File: src/rtl/tcs_pkg.sv
// shared types and command codes for the telnet command stripper
package tcs_pkg;

  // telnet command codes; IAC and the four option verbs steer the parser
  localparam logic [7:0] CMD_SE   = 8'd240;
  localparam logic [7:0] CMD_SB   = 8'd250;
  localparam logic [7:0] CMD_WILL = 8'd251;
  localparam logic [7:0] CMD_WONT = 8'd252;
  localparam logic [7:0] CMD_DO   = 8'd253;
  localparam logic [7:0] CMD_DONT = 8'd254;
  localparam logic [7:0] CMD_IAC  = 8'd255;

  // parser phase; the unused fourth code behaves as idle
  typedef enum logic [1:0] {
    PH_IDLE,
    PH_CMD,
    PH_OPTION
  } phase_t;

  // reply expansion step in the back end
  typedef enum logic [1:0] {
    EX_IDLE,
    EX_VERB,
    EX_OPT
  } expand_t;

  // result channel codes
  typedef enum logic {
    CH_DATA  = 1'b0,
    CH_REPLY = 1'b1
  } channel_t;

  // one queued action: a data byte, or a refusal reply for an option
  typedef struct packed {
    logic       reply;
    logic       dont;
    logic [7:0] value;
  } action_t;

  // push request from the front end into the queue
  typedef struct packed {
    logic    valid;
    action_t act;
  } push_t;

endpackage

File: src/rtl/tcs_if.sv
// valid/ready channel interfaces for received bytes and result items

interface tcs_in_if;
  logic       valid;
  logic       ready;
  logic [7:0] in_byte;

  modport source (output valid, output in_byte, input ready);
  modport sink (input valid, input in_byte, output ready);
endinterface

interface tcs_out_if;
  logic       valid;
  logic       ready;
  logic       out_channel;
  logic [7:0] out_byte;
  logic       out_last;

  modport source (output valid, output out_channel, output out_byte, output out_last,
                  input ready);
  modport sink (input valid, input out_channel, input out_byte, input out_last,
                output ready);
endinterface

File: src/rtl/telnet_command_stripper.sv
// Telnet command stripper: removes IAC command sequences from a received byte
// stream, passes data bytes to the application (channel 0) and refuses every
// option negotiation with an IAC DONT/WONT option reply to the peer (channel 1).
// A parser takes one byte per cycle and pushes at most one action into a queue
// of QUEUE_DEPTH entries; the expander behind it drains one result item per
// cycle, while the output is free, into a registered output. A data byte yields
// one result item, a reply three, so the input sustains one byte per cycle and
// is held off only when a stalled output lets the queue fill. An accepted byte
// is written into the queue, then into the output register that offers it.
module telnet_command_stripper #(
  parameter int QUEUE_DEPTH = 4
) (
  input  logic      clk,
  input  logic      rst,
  tcs_in_if.sink    in_ch,
  tcs_out_if.source out_ch
);

  tcs_pkg::push_t   push;
  logic             q_full;
  logic             q_valid;
  logic             q_pop;
  tcs_pkg::action_t q_data;

  // byte parser
  tcs_front u_front (
    .clk    (clk),
    .rst    (rst),
    .in_ch  (in_ch),
    .q_full (q_full),
    .push   (push)
  );

  // action queue
  tcs_queue #(
    .DEPTH (QUEUE_DEPTH)
  ) u_queue (
    .clk     (clk),
    .rst     (rst),
    .push    (push),
    .full    (q_full),
    .pop     (q_pop),
    .q_valid (q_valid),
    .q_data  (q_data)
  );

  // reply expander and output register
  tcs_back u_back (
    .clk     (clk),
    .rst     (rst),
    .q_valid (q_valid),
    .q_data  (q_data),
    .pop     (q_pop),
    .res     (out_ch)
  );

`ifndef ASSERT_OFF
  // the parser never pushes into a full queue
  a_no_overflow : assert property (@(posedge clk) disable iff (rst)
    push.valid |-> !q_full)
    else $error("action pushed into full queue");

  // a data item is always the only result of its byte
  a_data_last : assert property (@(posedge clk) disable iff (rst)
    (out_ch.valid && (out_ch.out_channel == tcs_pkg::CH_DATA)) |-> out_ch.out_last)
    else $error("data item without last flag");

  // nothing is offered right after reset
  a_reset_quiet : assert property (@(posedge clk)
    rst |=> !out_ch.valid)
    else $error("result offered after reset");

  // the queue is only drained when it holds an action
  a_pop_valid : assert property (@(posedge clk) disable iff (rst)
    q_pop |-> q_valid)
    else $error("pop from empty queue");
`endif

endmodule

File: src/rtl/tcs_front.sv
// front end: telnet sequence parser that turns data bytes and option codes into queued actions
module tcs_front (
  input  logic           clk,
  input  logic           rst,
  tcs_in_if.sink         in_ch,
  input  logic           q_full,
  output tcs_pkg::push_t push
);

  tcs_pkg::phase_t phase;
  tcs_pkg::phase_t phase_next;
  logic            refuse;
  logic            refuse_next;
  logic            accept;
  logic [7:0]      b;

  // take a byte whenever the queue has room
  assign in_ch.ready = !q_full;
  assign accept      = in_ch.valid && !q_full;
  assign b           = in_ch.in_byte;

  // phase and pending refusal kind
  always_ff @(posedge clk) begin
    if (rst) begin
      phase  <= tcs_pkg::PH_IDLE;
      refuse <= 1'b0;
    end else if (accept) begin
      phase  <= phase_next;
      refuse <= refuse_next;
    end
  end

  // next phase
  always_comb begin
    phase_next  = tcs_pkg::PH_IDLE;
    refuse_next = refuse;
    case (phase)
      tcs_pkg::PH_IDLE: begin
        if (b == tcs_pkg::CMD_IAC) phase_next = tcs_pkg::PH_CMD;
      end
      tcs_pkg::PH_CMD: begin
        if (b inside {tcs_pkg::CMD_WILL, tcs_pkg::CMD_WONT}) begin
          phase_next  = tcs_pkg::PH_OPTION;
          refuse_next = 1'b1;
        end else if (b inside {tcs_pkg::CMD_DO, tcs_pkg::CMD_DONT}) begin
          phase_next  = tcs_pkg::PH_OPTION;
          refuse_next = 1'b0;
        end
      end
      tcs_pkg::PH_OPTION: phase_next = tcs_pkg::PH_IDLE;
      default: begin
        if (b == tcs_pkg::CMD_IAC) phase_next = tcs_pkg::PH_CMD;
      end
    endcase
  end

  // action for this byte
  always_comb begin
    push.valid     = 1'b0;
    push.act.reply = 1'b0;
    push.act.dont  = refuse;
    push.act.value = b;
    case (phase)
      tcs_pkg::PH_IDLE: push.valid = accept && (b != tcs_pkg::CMD_IAC);
      tcs_pkg::PH_CMD:  push.valid = accept && (b == tcs_pkg::CMD_IAC);
      tcs_pkg::PH_OPTION: begin
        push.valid     = accept;
        push.act.reply = 1'b1;
      end
      default: push.valid = accept && (b != tcs_pkg::CMD_IAC);
    endcase
  end

endmodule

File: src/rtl/tcs_queue.sv
// short action queue between parser and reply expander
module tcs_queue #(
  parameter int DEPTH = 4
) (
  input  logic             clk,
  input  logic             rst,
  input  tcs_pkg::push_t   push,
  output logic             full,
  input  logic             pop,
  output logic             q_valid,
  output tcs_pkg::action_t q_data
);

  localparam int PW = (DEPTH > 1) ? $clog2(DEPTH) : 1;
  localparam int CW = $clog2(DEPTH + 1);
  localparam logic [PW-1:0] LAST_PTR = PW'(DEPTH - 1);
  localparam logic [CW-1:0] FULL_CNT = CW'(DEPTH);

  tcs_pkg::action_t mem [DEPTH];
  logic [PW-1:0]    wr_ptr;
  logic [PW-1:0]    rd_ptr;
  logic [CW-1:0]    count;
  logic             do_push;
  logic             do_pop;

  assign full    = (count == FULL_CNT);
  assign q_valid = (count != '0);
  assign q_data  = mem[rd_ptr];
  assign do_push = push.valid && !full;
  assign do_pop  = pop && q_valid;

  // storage
  always_ff @(posedge clk) begin
    if (do_push) mem[wr_ptr] <= push.act;
  end

  // pointers and fill count
  always_ff @(posedge clk) begin
    if (rst) begin
      wr_ptr <= '0;
      rd_ptr <= '0;
      count  <= '0;
    end else begin
      if (do_push) wr_ptr <= (wr_ptr == LAST_PTR) ? '0 : wr_ptr + 1'b1;
      if (do_pop)  rd_ptr <= (rd_ptr == LAST_PTR) ? '0 : rd_ptr + 1'b1;
      if (do_push && !do_pop)      count <= count + 1'b1;
      else if (do_pop && !do_push) count <= count - 1'b1;
    end
  end

endmodule

File: src/rtl/tcs_back.sv
// back end: expands queued actions into result items behind an output register
module tcs_back (
  input  logic             clk,
  input  logic             rst,
  input  logic             q_valid,
  input  tcs_pkg::action_t q_data,
  output logic             pop,
  tcs_out_if.source        res
);

  tcs_pkg::expand_t state;
  tcs_pkg::expand_t state_next;
  tcs_pkg::action_t cur;
  logic             out_free;
  logic             emit;
  logic             emit_channel;
  logic [7:0]       emit_byte;
  logic             emit_last;
  logic             out_valid;
  logic             out_channel;
  logic [7:0]       out_byte;
  logic             out_last;

  assign out_free = !out_valid || res.ready;

  // next step
  always_comb begin
    state_next = state;
    pop        = 1'b0;
    case (state)
      tcs_pkg::EX_IDLE: begin
        if (out_free && q_valid) begin
          pop = 1'b1;
          if (q_data.reply) state_next = tcs_pkg::EX_VERB;
        end
      end
      tcs_pkg::EX_VERB: if (out_free) state_next = tcs_pkg::EX_OPT;
      tcs_pkg::EX_OPT:  if (out_free) state_next = tcs_pkg::EX_IDLE;
      default: state_next = tcs_pkg::EX_IDLE;
    endcase
  end

  // item to present
  always_comb begin
    emit         = 1'b0;
    emit_channel = tcs_pkg::CH_REPLY;
    emit_byte    = cur.value;
    emit_last    = 1'b0;
    case (state)
      tcs_pkg::EX_IDLE: begin
        emit         = out_free && q_valid;
        emit_channel = q_data.reply ? tcs_pkg::CH_REPLY : tcs_pkg::CH_DATA;
        emit_byte    = q_data.reply ? tcs_pkg::CMD_IAC : q_data.value;
        emit_last    = !q_data.reply;
      end
      tcs_pkg::EX_VERB: begin
        emit      = out_free;
        emit_byte = cur.dont ? tcs_pkg::CMD_DONT : tcs_pkg::CMD_WONT;
      end
      tcs_pkg::EX_OPT: begin
        emit      = out_free;
        emit_last = 1'b1;
      end
      default: emit = 1'b0;
    endcase
  end

  // control registers
  always_ff @(posedge clk) begin
    if (rst) begin
      state     <= tcs_pkg::EX_IDLE;
      out_valid <= 1'b0;
    end else begin
      state <= state_next;
      if (out_free) out_valid <= emit;
    end
  end

  // payload registers
  always_ff @(posedge clk) begin
    if (pop) cur <= q_data;
    if (emit) begin
      out_channel <= emit_channel;
      out_byte    <= emit_byte;
      out_last    <= emit_last;
    end
  end

  assign res.valid       = out_valid;
  assign res.out_channel = out_channel;
  assign res.out_byte    = out_byte;
  assign res.out_last    = out_last;

endmodule
File: src/flat_wrapper.sv
// flat-port wrapper written by rule: the top's interface ports become plain ports
module telnet_command_stripper_flat 
#(
  parameter int QUEUE_DEPTH = 4
)
  (clk, rst, in_ch_valid, in_ch_in_byte, in_ch_ready, out_ch_valid, out_ch_out_channel, out_ch_out_byte, out_ch_out_last, out_ch_ready);
  tcs_in_if in_ch_i ();
  tcs_out_if out_ch_i ();
  input  logic clk;
  input  logic rst;
  input wire logic [$bits(in_ch_i.valid)-1:0] in_ch_valid;
  input wire logic [$bits(in_ch_i.in_byte)-1:0] in_ch_in_byte;
  output wire logic [$bits(in_ch_i.ready)-1:0] in_ch_ready;
  output wire logic [$bits(out_ch_i.valid)-1:0] out_ch_valid;
  output wire logic [$bits(out_ch_i.out_channel)-1:0] out_ch_out_channel;
  output wire logic [$bits(out_ch_i.out_byte)-1:0] out_ch_out_byte;
  output wire logic [$bits(out_ch_i.out_last)-1:0] out_ch_out_last;
  input wire logic [$bits(out_ch_i.ready)-1:0] out_ch_ready;
  assign in_ch_i.valid = in_ch_valid;
  assign in_ch_i.in_byte = in_ch_in_byte;
  assign in_ch_ready = in_ch_i.ready;
  assign out_ch_valid = out_ch_i.valid;
  assign out_ch_out_channel = out_ch_i.out_channel;
  assign out_ch_out_byte = out_ch_i.out_byte;
  assign out_ch_out_last = out_ch_i.out_last;
  assign out_ch_i.ready = out_ch_ready;
  telnet_command_stripper #(.QUEUE_DEPTH(QUEUE_DEPTH)) u_core (.clk(clk), .rst(rst), .in_ch(in_ch_i), .out_ch(out_ch_i));
endmodule
File: config.mk
export PLATFORM = sky130hd
export DESIGN_NAME = telnet_command_stripper_flat
export DESIGN_NICKNAME = d
export VERILOG_FILES = /design/src/rtl/tcs_pkg.sv /design/src/rtl/tcs_if.sv /design/src/rtl/telnet_command_stripper.sv /design/src/rtl/tcs_front.sv /design/src/rtl/tcs_queue.sv /design/src/rtl/tcs_back.sv /design/src/flat_wrapper.sv
export SDC_FILE = /design/constraint.sdc
export NUM_CORES = 1
export LEC_CHECK = 0
export BUFFER_PORTS_ARGS = -buffer_cell sky130_fd_sc_hd__buf_2
export CAP_MARGIN = 20
export CELL_PAD_IN_SITES_DETAIL_PLACEMENT = 0
export CELL_PAD_IN_SITES_GLOBAL_PLACEMENT = 1
export CORE_UTILIZATION = 40
export DETAILED_ROUTE_END_ITERATION = 8
export HOLD_SLACK_MARGIN = 0.1
export PLACE_DENSITY = 0.75
export SLEW_MARGIN = 40
export SYNTH_ARGS = -nofsm -noshare
export SYNTH_HDL_FRONTEND = slang
export SYNTH_SLANG_ARGS = --single-unit
File: constraint.sdc
create_clock -name clk -period 3.23 [get_ports clk]
set_input_delay 0.323 -clock clk [delete_from_list [all_inputs] [get_ports clk]]
set_output_delay 0.323 -clock clk [all_outputs]
set_load 0.03 [all_outputs]
=== Yosys cells after proc, flatten, opt, wreduce, memory -nomap -nowiden ===
Memory sizes are Yosys's and may differ from the RTL's. A register that Yosys moved wholly into a read port is not among the register bits.
Cells that the tools add are included.

* $add $sub $neg: 4
* Reduce and logical (&&, ||, !) cells: 23
* Equality and inequality tests: 17
* Muxes and demuxes: 29

{| class="wikitable"
|+ Operator list
! cell !! count
|-
| $eq A8 B8 Y1 const B || 5
|-
| $mux W2 || 11
|-
| $pmux W8 S2 || 1
|-
| $mux W1 || 9
|-
| $eq A2 B2 Y1 const B || 4
|-
| $logic_and A1 B1 Y1 || 8
|-
| $mux W8 || 1
|-
| $ne A2 B2 Y1 const B || 4
|-
| $ne A8 B8 Y1 const B || 1
|-
| $reduce_bool A2 Y1 || 4
|-
| $mux W3 || 2
|-
| $pmux W1 S2 || 3
|-
| $pmux W2 S3 || 1
|-
| $logic_not A1 Y1 || 5
|-
| $add A2 B1 Y2 const B || 2
|-
| $eq A2 B1 Y1 const B || 2
|-
| $pmux W2 S2 || 1
|-
| $reduce_and A4 Y1 || 1
|-
| $add A3 B1 Y3 const B || 1
|-
| $eq A3 B3 Y1 const B || 1
|-
| $reduce_and A3 Y1 || 1
|-
| $reduce_bool A3 Y1 || 1
|-
| $sub A3 B1 Y3 const B || 1
|-
| $logic_not A2 Y1 || 1
|-
| 2 further kinds || 2
|}

* Register bits after elaboration: 32
* Logic and storage cells: 86
* Memories kept: 1
* Output and inout port bits: 12
* Input bits: 12
* RAM bits: 40

{| class="wikitable"
|+ Memories
! name !! depth !! width !! rd ports !! clocked after Yosys merged registers in !! write ports !! line !! source
|-
| u_core.u_queue.mem || 4 || 10 || 1 || 1 || 1 || tcs_queue.sv:19 || <nowiki>tcs_pkg::action_t mem [DEPTH];</nowiki>
|}

=== Depth between registers and ports, before layout ===
Gate-level depths: netlist of run 1.

* Word-level depth: 10
* Gate-level depth with buffers: 11
* Depth with buffers taken out: 11

=== Hierarchy ===
From an unflattened synthesis of run 1, not the netlist that was laid out.

* Cells, all modules: 216
* Area total of the unflattened synthesis: 3255.6 sq um

{| class="wikitable"
|+ By module, submodules not included
! module !! sequential area each (sq um) !! instances !! cells an instance !! area an instance (sq um)
|-
| tcs_queue || 1381.3 || 1 || 102 || 1933.1
|-
| tcs_back || 630.6 || 1 || 73 || 964.7
|-
| tcs_front || 60.1 || 1 || 41 || 357.8
|}

=== Worst setup path before layout of run 1 ===
OpenSTA, ideal clock, no wires.

* Path kind: register to register
* Start: register u_core.u_queue.count[0]
* End: register u_core.u_queue.count[2]
* Arrival: 2.421 ns
* Library setup time: 0.071 ns
* Cell stages (with the launch flop): 10
* Data required time: 3.159 ns
* Setup slack: 0.738 ns
* Buffers on the path: 0
* Clock period less this slack: 2.492 ns
* Cell sequence: dfxtp_1 > or3b_1 > nand2_1 > nor3_2 > ha_1 > inv_1 > fa_1 > xor2_1 > or3_1 > a21oi_1

* Word-level cells in the longest chain between the ends: 9
* Elaborated cells between the ends (all ways): 21
* Classes of those cells: add/sub: 2; eq/ne: 1; mux: 5; reduce/logical: 13

{| class="wikitable"
|+ Ends and longest elaborated chain
! item !! line !! source
|-
| from (decl) || tcs_queue.sv:22 || <nowiki>logic [CW-1:0] count;</nowiki>
|-
| from (signal assigned) || tcs_queue.sv:46 || <nowiki>if (do_push && !do_pop) count <= count + 1'b1;</nowiki>
|-
| from (signal assigned) || tcs_queue.sv:47 || <nowiki>else if (do_pop && !do_push) count <= count - 1'b1;</nowiki>
|-
| $eq A3 B3 Y1 (*) || tcs_queue.sv:26 || <nowiki>assign full = (count == FULL_CNT);</nowiki>
|-
| $logic_not A1 Y1 (*) || -- ||
|-
| named net in_ch_ready || flat_wrapper.sv:13 || <nowiki>output wire logic [$bits(in_ch_i.ready)-1:0] in_ch_ready;</nowiki>
|-
| $logic_and A1 B1 Y1 || tcs_front.sv:19 || <nowiki>assign accept = in_ch.valid && !q_full;</nowiki>
|-
| $logic_and A1 B1 Y1 (on tied branches) || tcs_front.sv:64, tcs_front.sv:70, tcs_front.sv:65 ||
|-
| $pmux W1 S2 || tcs_front.sv:63 || <nowiki>case (phase)</nowiki>
|-
| $logic_and A1 B1 Y1 (*) || tcs_queue.sv:29 || <nowiki>assign do_push = push.valid && !full;</nowiki>
|-
| named net u_core.u_queue.do_push || tcs_queue.sv:23 || <nowiki>logic do_push;</nowiki>
|-
| $logic_not A1 Y1 || tcs_queue.sv:47 ||
|-
| $logic_and A1 B1 Y1 || tcs_queue.sv:47 ||
|-
| $reduce_bool A2 Y1 (no source line) || -- ||
|}

Mark *: on every way through the listed nets, which the timed path passes. The rest lies on a longest branch. The select of a mux whose other input is x is not followed.
A chain may end at the register's enable or synchronous reset.

=== Worst setup path after layout of run 1 ===
* Start: register u_core.u_back.state[1]
* End: register u_core.u_queue.count[2]

* Word-level cells in the longest chain between the ends: 6
* Elaborated cells between the ends (all ways): 8
* Classes of those cells: mux: 2; reduce/logical: 6

{| class="wikitable"
|+ Ends and longest elaborated chain
! item !! line !! source
|-
| from (decl) || tcs_back.sv:11 || <nowiki>tcs_pkg::expand_t state;</nowiki>
|-
| from (signal assigned) || tcs_back.sv:71 || <nowiki>state <= tcs_pkg::EX_IDLE;</nowiki>
|-
| from (signal assigned) || tcs_back.sv:74 || <nowiki>state <= state_next;</nowiki>
|-
| $logic_not A2 Y1 (*) || tcs_back.sv:30 || <nowiki>case (state)</nowiki>
|-
| $mux W1 (*) || tcs_back.sv:30 ||
|-
| $logic_and A1 B1 Y1 (*) || tcs_queue.sv:30 || <nowiki>assign do_pop = pop && q_valid;</nowiki>
|-
| $logic_not A1 Y1 || tcs_queue.sv:46 ||
|-
| $logic_and A1 B1 Y1 || tcs_queue.sv:46 ||
|-
| $mux W3 / $reduce_bool A2 Y1 (equally long branches) || -- ||
|}

Mark *: on every way between the ends. The rest lies on a longest branch, timed or not.

==> impl_metrics.py, run 1 <==
metrics = {
    "outcome": {
        "run_status": "finished, final reports clean",
    },
    "drt": {
        "wire_per_inst_um": 14.77,
        "detail_route.iter0.violations": 78,
        "vias": 1765,
        "detail-route-antenna-nets": 0,
        "1st_pass_router_iterations": 4,
        "sum_of_routed_wire_length_over_all_layers_um": 5125,
        "drc_errors": 0,
        "drt-vias-per-instance": 5.086,
    },
    "setup_path": {
        "critPathArrivalTime_ns": 2.89,
        "end_kind": "flop",
        "timing.critical_path.from_type": "flop",
        "data_required_critical_path_ns": 3.50,
        "path_class": "flop to flop",
        "critPathMaxFanout": 19,
    },
    "logic_synthesis": {
        "synth-edff-count": 59,
        "unique_cell_type_count_in_the_yosys_netlist": 44,
        "post_synth_inst_count": 212,
        "ys_seq_area_share_pct": 65.43,
        "syn_avg_cell_area_um2": 14.94,
        "synth.ff_latch_count": 74,
        "area_of_the_mapped_netlist_um2": 3167,
        "share_of_synthesized_registers_carrying_an_async_set_or_reset_pct": 0,
        "synth-warning-count": 0,
        "synth_nets": 237,
        "dominantRegCellSynth": "edfxtp_1",
    },
    "cells_and_area": {
        "layout-area-overhead-vs-synth_pct": 12.49,
        "layout.core_utilization_pct": 46.34,
        "number_of_nets_in_the_finished_design": 265,
        "layout-drive-gt1-share_pct": 20.41,
        "most-common-layout-cells": "edfxtp_1, buf_2, a21oi_1, dfxtp_1, nor2_1",
        "final_common_cell": "edfxtp_1",
        "insertedDiodeCount": 0,
    },
    "global_route": {
        "antenna_found_initial": 0,
        "grt_pass1_vias": 1715,
        "global_route.usage.total_pct": 13.51,
        "grt_max_degree": 20,
        "grt_overflow": 0,
        "grt_first_pass_wirelength_um": 8473,
    },
    "placed_design": {
        "routabilityCongestion": 0.7263,
        "io_buffers": 23,
        "dp_hpwl_um": 3560,
    },
    "clocking": {
        "worstSkewPairLatency_ns": 0.34,
        "post-cts-setup-buffer-count": 0,
        "clock-root-buffer": "clkbuf_8",
        "cts_hold_repair.buffers": 0,
        "tritoncts.num_buffers": 9,
        "ctsHtreeMaxLevel": 3,
        "post_cts_resized": 0,
        "clock_tree_from_tritoncts": "built",
        "clk_pin_slew_worst_paths_ns": 0.07,
        "tritoncts_num_sinks": 74,
        "max-clock-path-buffers": 2,
    },
    "job": {
        "max_cap_viol_count": 0,
    },
    "die": {
        "placeableCoreArea_um2": 7687,
        "die-height_um": 90.98,
        "rows": 32,
        "initial_core_util_pct": 41.19,
        "ioPinCount": 24,
        "fp.dieArea_um2": 8276,
        "fp.dieW_um": 90.98,
    },
    "timing": {
        "final_hold_viol_count": 0,
        "setup-violations-final": 0,
        "finalCritPeriodShare_pct": 81.24,
        "grt_setup_unrepaired": "no",
        "relSlewSlack_pct": 49.51,
        "fin_worst_skew_ns": 0.007157,
        "fmax_mhz": 381.1,
        "min_period_ns": 2.624,
        "fin_setup_tns_ns": 0,
        "finalMaxSlewViolations": 0,
        "timing_worst_slew_pin_value_ns": 0.7456,
    },
    "power": {
        "ir_drop_mv": 0.2987,
        "total_power_mw": 3.111,
        "static-leakage-power_nw": 1.260,
        "power_density_over_cell_area_nw_per_um2": 873.4,
    },
    "hold_path": {
        "hold_path_class": "input pin to flop",
    },
}
-- per-layer routing --
metal	vias to the layer above	GRT usage (%)	wire length, um
met3	11	2.848	153
met4	0	6.746	99
met1	853	16.89	2398
met5	-	0	0
li1	862	-	-
met2	39	22.29	2475
-- worst paths after layout --
path         cells past startpoint                                 start                                    to  slack, ns
max                              9   u_core.u_back.state[1]$_SDFFE_PP0P_  u_core.u_queue.count[2]$_SDFFE_PP0P_       0.61
min                              1                      in_ch_in_byte[3]    u_core.u_queue.mem[1][3]$_DFFE_PP_       0.23
max reg2reg                      9   u_core.u_back.state[1]$_SDFFE_PP0P_  u_core.u_queue.count[2]$_SDFFE_PP0P_       0.61
min reg2reg                      2  u_core.u_front.phase[0]$_SDFFE_PP0N_  u_core.u_front.phase[0]$_SDFFE_PP0N_       0.49
-- stage by stage --
stage,worst slack [ns],cells,cell area (um2),hold WS (ns)
4_1_cts,0.5904,347,3562,0.2092
3_5_place_dp,0.5990,331,3369,0.4778
2_1_floorplan,0.7384,212,3167,0.3921
6_report,0.6061,347,3562,0.2321
5_1_grt,0.4059,347,3562,0.2223
3_3_place_gp,0.6796,331,3369,0.4622
-- Yosys cell counts (4+ instances only) --
cell type  instances  share of area (%)
nand4_1            5               0.99
nand2b_1           4               0.79
nor2_1            14                1.7
ha_1              12                4.7
inv_1              7               0.83
dfxtp_1           15                9.5
nor2_2             6                1.2
a21oi_1           15                2.4
mux4_1             9                7.5
nand2_1            8               0.95
and2_1             6                1.2
edfxtp_1          59                 56
or2_1              6                1.2
o21ai_0            7                1.1
-- sequential cells by signal, summed over array words and instances, names as in the netlist, named ones only --
signal and count:
u_core.u_queue.count 3, u_core.u_front.refuse 1, u_core.u_queue.rd_ptr 2, u_core.u_queue.mem 40
u_core.u_front.phase 2, u_core.u_back.cur 9, u_core.u_back.res.out_channel 1, u_core.u_queue.wr_ptr 2
u_core.u_back.res.out_last 1, u_core.u_back.res.valid 1, u_core.u_back.state 2, u_core.u_back.res.out_byte 8
-- critical path, stage by stage (launching register included) --
cell and delay (ns):
dfxtp_1 0.40, inv_1 0.09, ha_1 0.39, o311ai_1 0.32
ha_1 0.31, inv_1 0.06, fa_1 0.37, xor2_1 0.17
or3_1 0.30, a21oi_1 0.14
-- cell type report --
class | count | area [um2]
inverters | 8 | 30.03
fillers | 731 | 4125
multi-input cells | 123 | 1017
flip-flops and latches | 74 | 2072
clock inverters | 7 | 68.82
clock buffers | 9 | 123.9
repair buffers | 24 | 122.6
well taps | 102 | 127.6
-- kinds of logic (layout without fill, tap and decap cells) --
family | count (synthesis) | in the layout | synth area share (%)
mux | 11 | 11 | 8.495
fa+ha+maj | 13 | 13 | 5.373
simple gates | 62 | 62 | 10.91
buf+inv | 15 | 48 | 2.449
flops | 74 | 74 | 65.43
compound gates | 35 | 35 | 6.796
xor+xnor | 2 | 2 | 0.5532
-- where the power goes --
group          switching, mW  internal (mW)  total (mW)
Sequential             0.108           1.35        1.45
Combinational          0.602          0.363       0.965
Clock                  0.337          0.355       0.692
No activity file was read; power rests on OpenSTA's default activity.
==> run 2, diff against run 1 <==
PLACE_DENSITY = 0.78   (was 0.75)
clock period = 2.1 ns   (was 3.23 ns; I/O delays follow)
==> run 2 against run 1 <==
Net effect:
- the flow now finishes with violations (setup timing)
- critical endpoint unchanged
- clock power increased by 53%
- first-iteration DRC count down 19%
- count of clock-buffer cells in the layout grew 1
- worst hold slack worse by 0.11 ns
==> impl_metrics.py, run 2 (same netlist as run 1, synthesis figures left out) <==
metrics = {
    "outcome": {
        "run_status": "finished, violations left",
        "failing_checks": "setup timing",
    },
    "clocking": {
        "tritoncts_num_sinks": 74,
        "cts_hold_repair.buffers": 0,
        "worstSkewPairLatency_ns": 0.34,
        "max-clock-path-buffers": 2,
        "clk_pin_slew_worst_paths_ns": 0.07,
        "clock-root-buffer": "clkbuf_8",
        "clock_tree_from_tritoncts": "built",
        "ctsHtreeMaxLevel": 3,
        "tritoncts.num_buffers": 9,
    },
    "placed_design": {
        "io_buffers": 23,
        "routabilityCongestion": 0.7973,
        "post-place-cells": 362,
        "dp_hpwl_um": 3857,
        "dp_slack_ns": -0.1537,
    },
    "power": {
        "static-leakage-power_nw": 1.437,
        "power_density_over_cell_area_nw_per_um2": 1272,
        "power_switching_share_pct": 32.76,
        "pwr-share-clk_pct": 21.3,
        "power_frac_seq_pct": 43.5,
        "ir_drop_mv": 0.3880,
        "total_power_mw": 5.000,
        "power.net_switching_mw": 1.638,
        "power.share.combinational_pct": 35.2,
        "power.internal_mw": 3.362,
    },
    "die": {
        "fp.dieArea_um2": 8276,
        "ioPinCount": 24,
        "initial_core_util_pct": 41.19,
        "fp.dieW_um": 90.98,
        "placeableCoreArea_um2": 7687,
        "rows": 32,
        "die-height_um": 90.98,
    },
    "global_route": {
        "global_route.usage.total_pct": 14.37,
        "grt_overflow": 0,
        "grt_first_pass_wirelength_um": 8921,
        "grt_max_degree": 19,
        "grt_pass1_vias": 1844,
        "antenna_found_initial": 0,
    },
    "cells_and_area": {
        "largest_register_ffs": 40,
        "layout-drive-gt1-share_pct": 34.41,
        "final_common_cell": "edfxtp_1",
        "layout-area-overhead-vs-synth_pct": 24.14,
        "insertedDiodeCount": 0,
        "layoutNonFillerInstCount": 381,
        "layout.core_utilization_pct": 51.14,
        "number_of_nets_in_the_finished_design": 299,
        "reg_top3": "u_core.u_queue.mem x40, u_core.u_back.cur x9, u_core.u_back.res.out_byte x8",
        "most-common-layout-cells": "edfxtp_1, buf_4, buf_2",
        "regMostFlops": "u_core.u_queue.mem",
    },
    "setup_path": {
        "reg2reg_setup_slack_ns": -0.07,
        "slowest_stage": "fa_2",
        "critPathArrivalTime_ns": 2.44,
        "r2r.worst_path.cells": 11,
        "data_required_critical_path_ns": 2.37,
        "timing.critical_path.from_type": "flop",
        "crit_path_max_incr_delay_ns": 0.34,
        "timing.critical_path.buf_inv": 2,
        "end_kind": "flop",
        "critical_path.endpoint": "u_core.u_queue.count[2]$_SDFFE_PP0P_",
        "worst-path-stages": 11,
        "cp-startpoint": "u_core.u_front.phase[1]$_SDFFE_PP0N_",
        "path_class": "flop to flop",
        "critical_path.cell_chain": "inv_1, ha_2, nor2b_4, o21a_1, nor3_4, ha_2, inv_2, fa_2, xor2_1, or3_1, a21oi_1",
        "path_common_cell": "ha_2",
        "crit_family": "adder cells",
        "reg_to_reg_critical_path_endpoint": "u_core.u_queue.count[2]$_SDFFE_PP0P_",
        "origin_of_the_critical_flop_to_flop_path": "u_core.u_front.phase[1]$_SDFFE_PP0N_",
        "critPathMaxFanout": 2,
    },
    "timing": {
        "setup-violations-final": 1,
        "fin_setup_tns_ns": -0.06749,
        "finalMaxSlewViolations": 0,
        "finalCritPeriodShare_pct": 103.2,
        "min_period_ns": 2.167,
        "fin_worst_skew_ns": 0.006013,
        "timing_worst_slew_pin_value_ns": 0.4412,
        "final_hold_viol_count": 0,
        "setup_slack_after_layout_ns": -0.06749,
        "fmax_mhz": 461.4,
        "grt_setup_unrepaired": "yes",
        "relSlewSlack_pct": 70.12,
    },
    "drt": {
        "detail_route.iter0.violations": 63,
        "vias": 1872,
        "drc_errors": 0,
        "drt-vias-per-instance": 4.913,
        "1st_pass_router_iterations": 4,
        "wire_per_inst_um": 14.21,
        "sum_of_routed_wire_length_over_all_layers_um": 5414,
        "detail-route-antenna-nets": 0,
    },
    "hold_path": {
        "hold_path_class": "input pin to flop",
    },
    "job": {
        "max_cap_viol_count": 0,
    },
}
[run 2: cell types whose count changed in the layout (fill, tap and decap cells not counted), sizes merged]
| cell | before | now |
|---|---|---|
| buf | 24 | 58 |
| clkbuf | 9 | 10 |
| clkinvlp | 1 | 3 |
| clkinv | 4 | 1 |
[run 2: power by group through the flow]
| stage | clock [mW] | combinational [mW] | sequential [mW] |
|---|---|---|---|
| final | 1.06 | 1.76 | 2.18 |
| after global routing | 1.15 | 1.97 | 2.21 |
| after CTS | 1.10 | 1.79 | 2.18 |
| after detailed placement | 0 | 1.77 | 2.21 |
| after global placement | 0 | 1.75 | 2.20 |
| after floorplan | 0 | 1.02 | 2.43 |
[run 2: layout make-up]
class | count | area [um2]
multi-input combinational | 123 | 1076
tap | 102 | 127.6
fill | 675 | 3756
timing repair buffer | 58 | 427.9
inverter | 8 | 30.03
sequential | 74 | 2076
clock inverter | 6 | 66.31
clock buffer | 10 | 127.6
[run 2: metal layers]
layer | routed length, um | GRT usage (%)
met1 | 2433 | 17.84
met2 | 2702 | 23.74
met3 | 251 | 3.685
met4 | 27 | 6.349
met5 | 0 | 0
[run 2: worst min-delay path by stage]
stage	start	slack [ns]	depth (start not counted)	end
final	in_ch_in_byte[5]	0.13	1	u_core.u_queue.mem[2][5]$_DFFE_PP_
after global routing	in_ch_in_byte[5]	0.12	1	u_core.u_queue.mem[2][5]$_DFFE_PP_
after CTS	in_ch_in_byte[5]	0.10	1	u_core.u_queue.mem[2][5]$_DFFE_PP_
after detailed placement	in_ch_in_byte[5]	0.47	1	u_core.u_queue.mem[2][5]$_DFFE_PP_
after global placement	in_ch_in_byte[5]	0.45	1	u_core.u_queue.mem[2][5]$_DFFE_PP_
after floorplan	rst	0.28	1	u_core.u_queue.wr_ptr[1]$_SDFFE_PP0P_
[run 2: metrics by stage]
| step | cell area (um2) | hold WS, ns |
|---|---|---|
| 5_1_grt | 3931 | 0.1171 |
| 3_3_place_gp | 3679 | 0.4505 |
| 2_1_floorplan | 3193 | 0.2791 |
| 3_5_place_dp | 3679 | 0.4680 |
| 4_1_cts | 3930 | 0.1011 |
| 6_report | 3931 | 0.1259 |
[run 2: repair_timing]
item | CTS | global route
gates resized for setup | 7 | 1
pin swaps | 6 | 0
cloned | 0 | 0
setup buffers | 4 | 0
endpoints found under the setup margin | 2 | 2
==> run 3, diff against run 2 <==
CORE_UTILIZATION = 45   (was 40)
PLACE_DENSITY = 0.85   (was 0.78)
==> run 3 against run 2 <==
Net effect:
- the run still ends with setup timing left
- die area decreased by 11%
- worst hold slack better by 0.0065 ns
- cell count decreased by 1.6%
- total power shrank 0.84%
- core utilization is 6.7 points higher
- maximum frequency decreased by 5.0%
- largest power group unchanged
- non-clock buffer count did not move
==> impl_metrics.py, run 3 (same netlist as run 1, synthesis figures left out) <==
metrics = {
    "die": {
        "rows": 30,
        "ioPinCount": 24,
        "fp.dieArea_um2": 7377,
        "die-height_um": 85.89,
        "initial_core_util_pct": 46.61,
        "fp.dieW_um": 85.89,
        "placeableCoreArea_um2": 6794,
    },
    "placed_design": {
        "dp_slack_ns": -0.1946,
        "dp_hpwl_um": 3741,
        "io_buffers": 23,
        "routabilityCongestion": 0.7914,
    },
    "cells_and_area": {
        "largest_register_ffs": 40,
        "layout-drive-gt1-share_pct": 34.41,
        "layout-area-overhead-vs-synth_pct": 24.18,
        "reg_top3": "u_core.u_queue.mem x40, u_core.u_back.cur x9, u_core.u_back.res.out_byte x8",
        "final_common_cell": "edfxtp_1",
        "number_of_nets_in_the_finished_design": 299,
        "insertedDiodeCount": 0,
        "most-common-layout-cells": "edfxtp_1, buf_4, buf_2",
        "regMostFlops": "u_core.u_queue.mem",
    },
    "clocking": {
        "max-clock-path-buffers": 2,
        "clk_pin_slew_worst_paths_ns": 0.07,
        "worstSkewPairLatency_ns": 0.33,
        "clock_tree_from_tritoncts": "built",
        "cts_hold_repair.buffers": 0,
        "ctsHtreeMaxLevel": 3,
        "tritoncts.num_buffers": 9,
        "tritoncts_num_sinks": 74,
        "clock-root-buffer": "clkbuf_8",
    },
    "drt": {
        "detail-route-antenna-nets": 0,
        "drc_errors": 0,
        "vias": 1850,
        "1st_pass_router_iterations": 4,
        "sum_of_routed_wire_length_over_all_layers_um": 5383,
        "detail_route.iter0.violations": 60,
        "wire_per_inst_um": 14.35,
        "drt-vias-per-instance": 4.933,
    },
    "power": {
        "ir_drop_mv": 0.5197,
        "total_power_mw": 4.958,
        "power_density_over_cell_area_nw_per_um2": 1261,
        "static-leakage-power_nw": 1.443,
    },
    "hold_path": {
        "min_delay_worst_endpoint": "u_core.u_queue.mem[2][3]$_DFFE_PP_",
        "holdPathStages": 1,
        "holdCritStartpoint": "in_ch_in_byte[3]",
        "hold_path_class": "input pin to flop",
    },
    "timing": {
        "grt_setup_unrepaired": "yes",
        "timing_worst_slew_pin_value_ns": 0.3784,
        "finalCritPeriodShare_pct": 108.7,
        "fin_worst_skew_ns": 0.005086,
        "setup-violations-final": 1,
        "relSlewSlack_pct": 74.38,
        "min_period_ns": 2.283,
        "finalMaxSlewViolations": 0,
        "fmax_mhz": 438.1,
        "hold_ws_ns": 0.1324,
        "setup_slack_after_layout_ns": -0.1828,
        "final_hold_viol_count": 0,
    },
    "setup_path": {
        "r2r.worst_path.cells": 11,
        "end_kind": "flop",
        "crit_path_max_incr_delay_ns": 0.36,
        "data_required_critical_path_ns": 2.37,
        "reg_to_reg_critical_path_endpoint": "u_core.u_queue.count[2]$_SDFFE_PP0P_",
        "timing.critical_path.from_type": "flop",
        "origin_of_the_critical_flop_to_flop_path": "u_core.u_front.phase[1]$_SDFFE_PP0N_",
        "slowest_stage": "or3_1",
        "reg2reg_setup_slack_ns": -0.18,
        "path_class": "flop to flop",
        "critical_path.cell_chain": "buf_6, ha_4, nor2b_4, o21a_4, nor3_4, ha_2, inv_2, fa_2, xor2_1, or3_1, a21oi_2",
        "critPathMaxFanout": 4,
        "critPathArrivalTime_ns": 2.55,
    },
    "global_route": {
        "grt_first_pass_wirelength_um": 8797,
        "antenna_found_initial": 0,
        "global_route.usage.total_pct": 16.09,
        "grt_overflow": 0,
        "grt_pass1_vias": 1891,
        "grt_max_degree": 19,
    },
    "outcome": {
        "failing_checks": "setup timing",
        "run_status": "finished, violations left",
    },
    "job": {
        "max_cap_viol_count": 0,
    },
}
run 3: cell count changes in the layout (fill, tap and decap cells not counted), sizes merged:
cell / before / now
clkbuf: 10 / 12
clkinv: 1 / 3
clkinvlp: 3 / 0
inv: 9 / 8
run 3: how the worst max path moves through the flow:
stage	startpoint	end	slack (ns)	cells past startpoint
2_1_floorplan	u_core.u_front.phase[1]$_SDFFE_PP0N_	u_core.u_queue.count[2]$_SDFFE_PP0P_	-0.14	11
3_3_place_gp	u_core.u_front.phase[1]$_SDFFE_PP0N_	u_core.u_queue.count[2]$_SDFFE_PP0P_	-0.09	11
3_5_place_dp	u_core.u_front.phase[0]$_SDFFE_PP0N_	u_core.u_queue.count[2]$_SDFFE_PP0P_	-0.19	11
4_1_cts	u_core.u_front.phase[1]$_SDFFE_PP0N_	u_core.u_queue.count[2]$_SDFFE_PP0P_	-0.16	11
5_1_grt	u_core.u_front.phase[1]$_SDFFE_PP0N_	u_core.u_queue.count[2]$_SDFFE_PP0P_	-0.26	11
6_report	u_core.u_front.phase[1]$_SDFFE_PP0N_	u_core.u_queue.count[2]$_SDFFE_PP0P_	-0.18	11
run 3: where the power goes:
part           switching, mW  internal, mW  total, mW
logic                   1.04         0.747       1.79
registers              0.107          2.07       2.18
clock network          0.452         0.540      0.993
run 3: timing repair:
action | 4_1_cts | 5_1_grt
pin swaps | 4 | 7
buffers inserted | 0 | 4
resized for setup | 3 | 11
endpoints found under the setup margin | 2 | 2
gates cloned | 0 | 0
run 3: area by class of cell:
cell class / instances / area [um2]
fillers: 535 / 2861
flip-flops and latches: 74 / 2076
multi-input cells: 123 / 1097
repair buffers: 58 / 431.7
clock buffers: 12 / 135.1
well taps: 96 / 120.1
clock inverters: 4 / 42.54
inverters: 8 / 30.03
run 3: critical path: cells and delay by family, from the launching register on:
family	cells	cell delay [ns]
AOI/OAI and AO/OA	2	0.24
xor gates and xnor gates	1	0.17
adders and majority gates	3	0.73
buffers and inverters	2	0.14
DFF	1	0.35
and+or+nand+nor	3	0.58
run 3: per-layer routing:
metal / global-route usage [%] / vias to the layer above / part of all wire (%)
met2: 27.42 / 45 / 50
met3: 5.967 / 6 / 4.4
met1: 18.71 / 871 / 44
li1: - / 928 / -
met4: 5.606 / 0 / 1.2
met5: 0 / - / 0
run 3: metrics by stage:
step                utilization [%]  cell area, um2  TNS [ns]  instances
global placement              54.03            3671  -0.09322        356
global route                  57.88            3933   -0.2599        375
CTS                           56.67            3850   -0.2517        371
floorplan                         -            3193   -0.1902        212
detailed placement            54.03            3671   -0.1946        356
finish                        57.88            3933   -0.1828        375
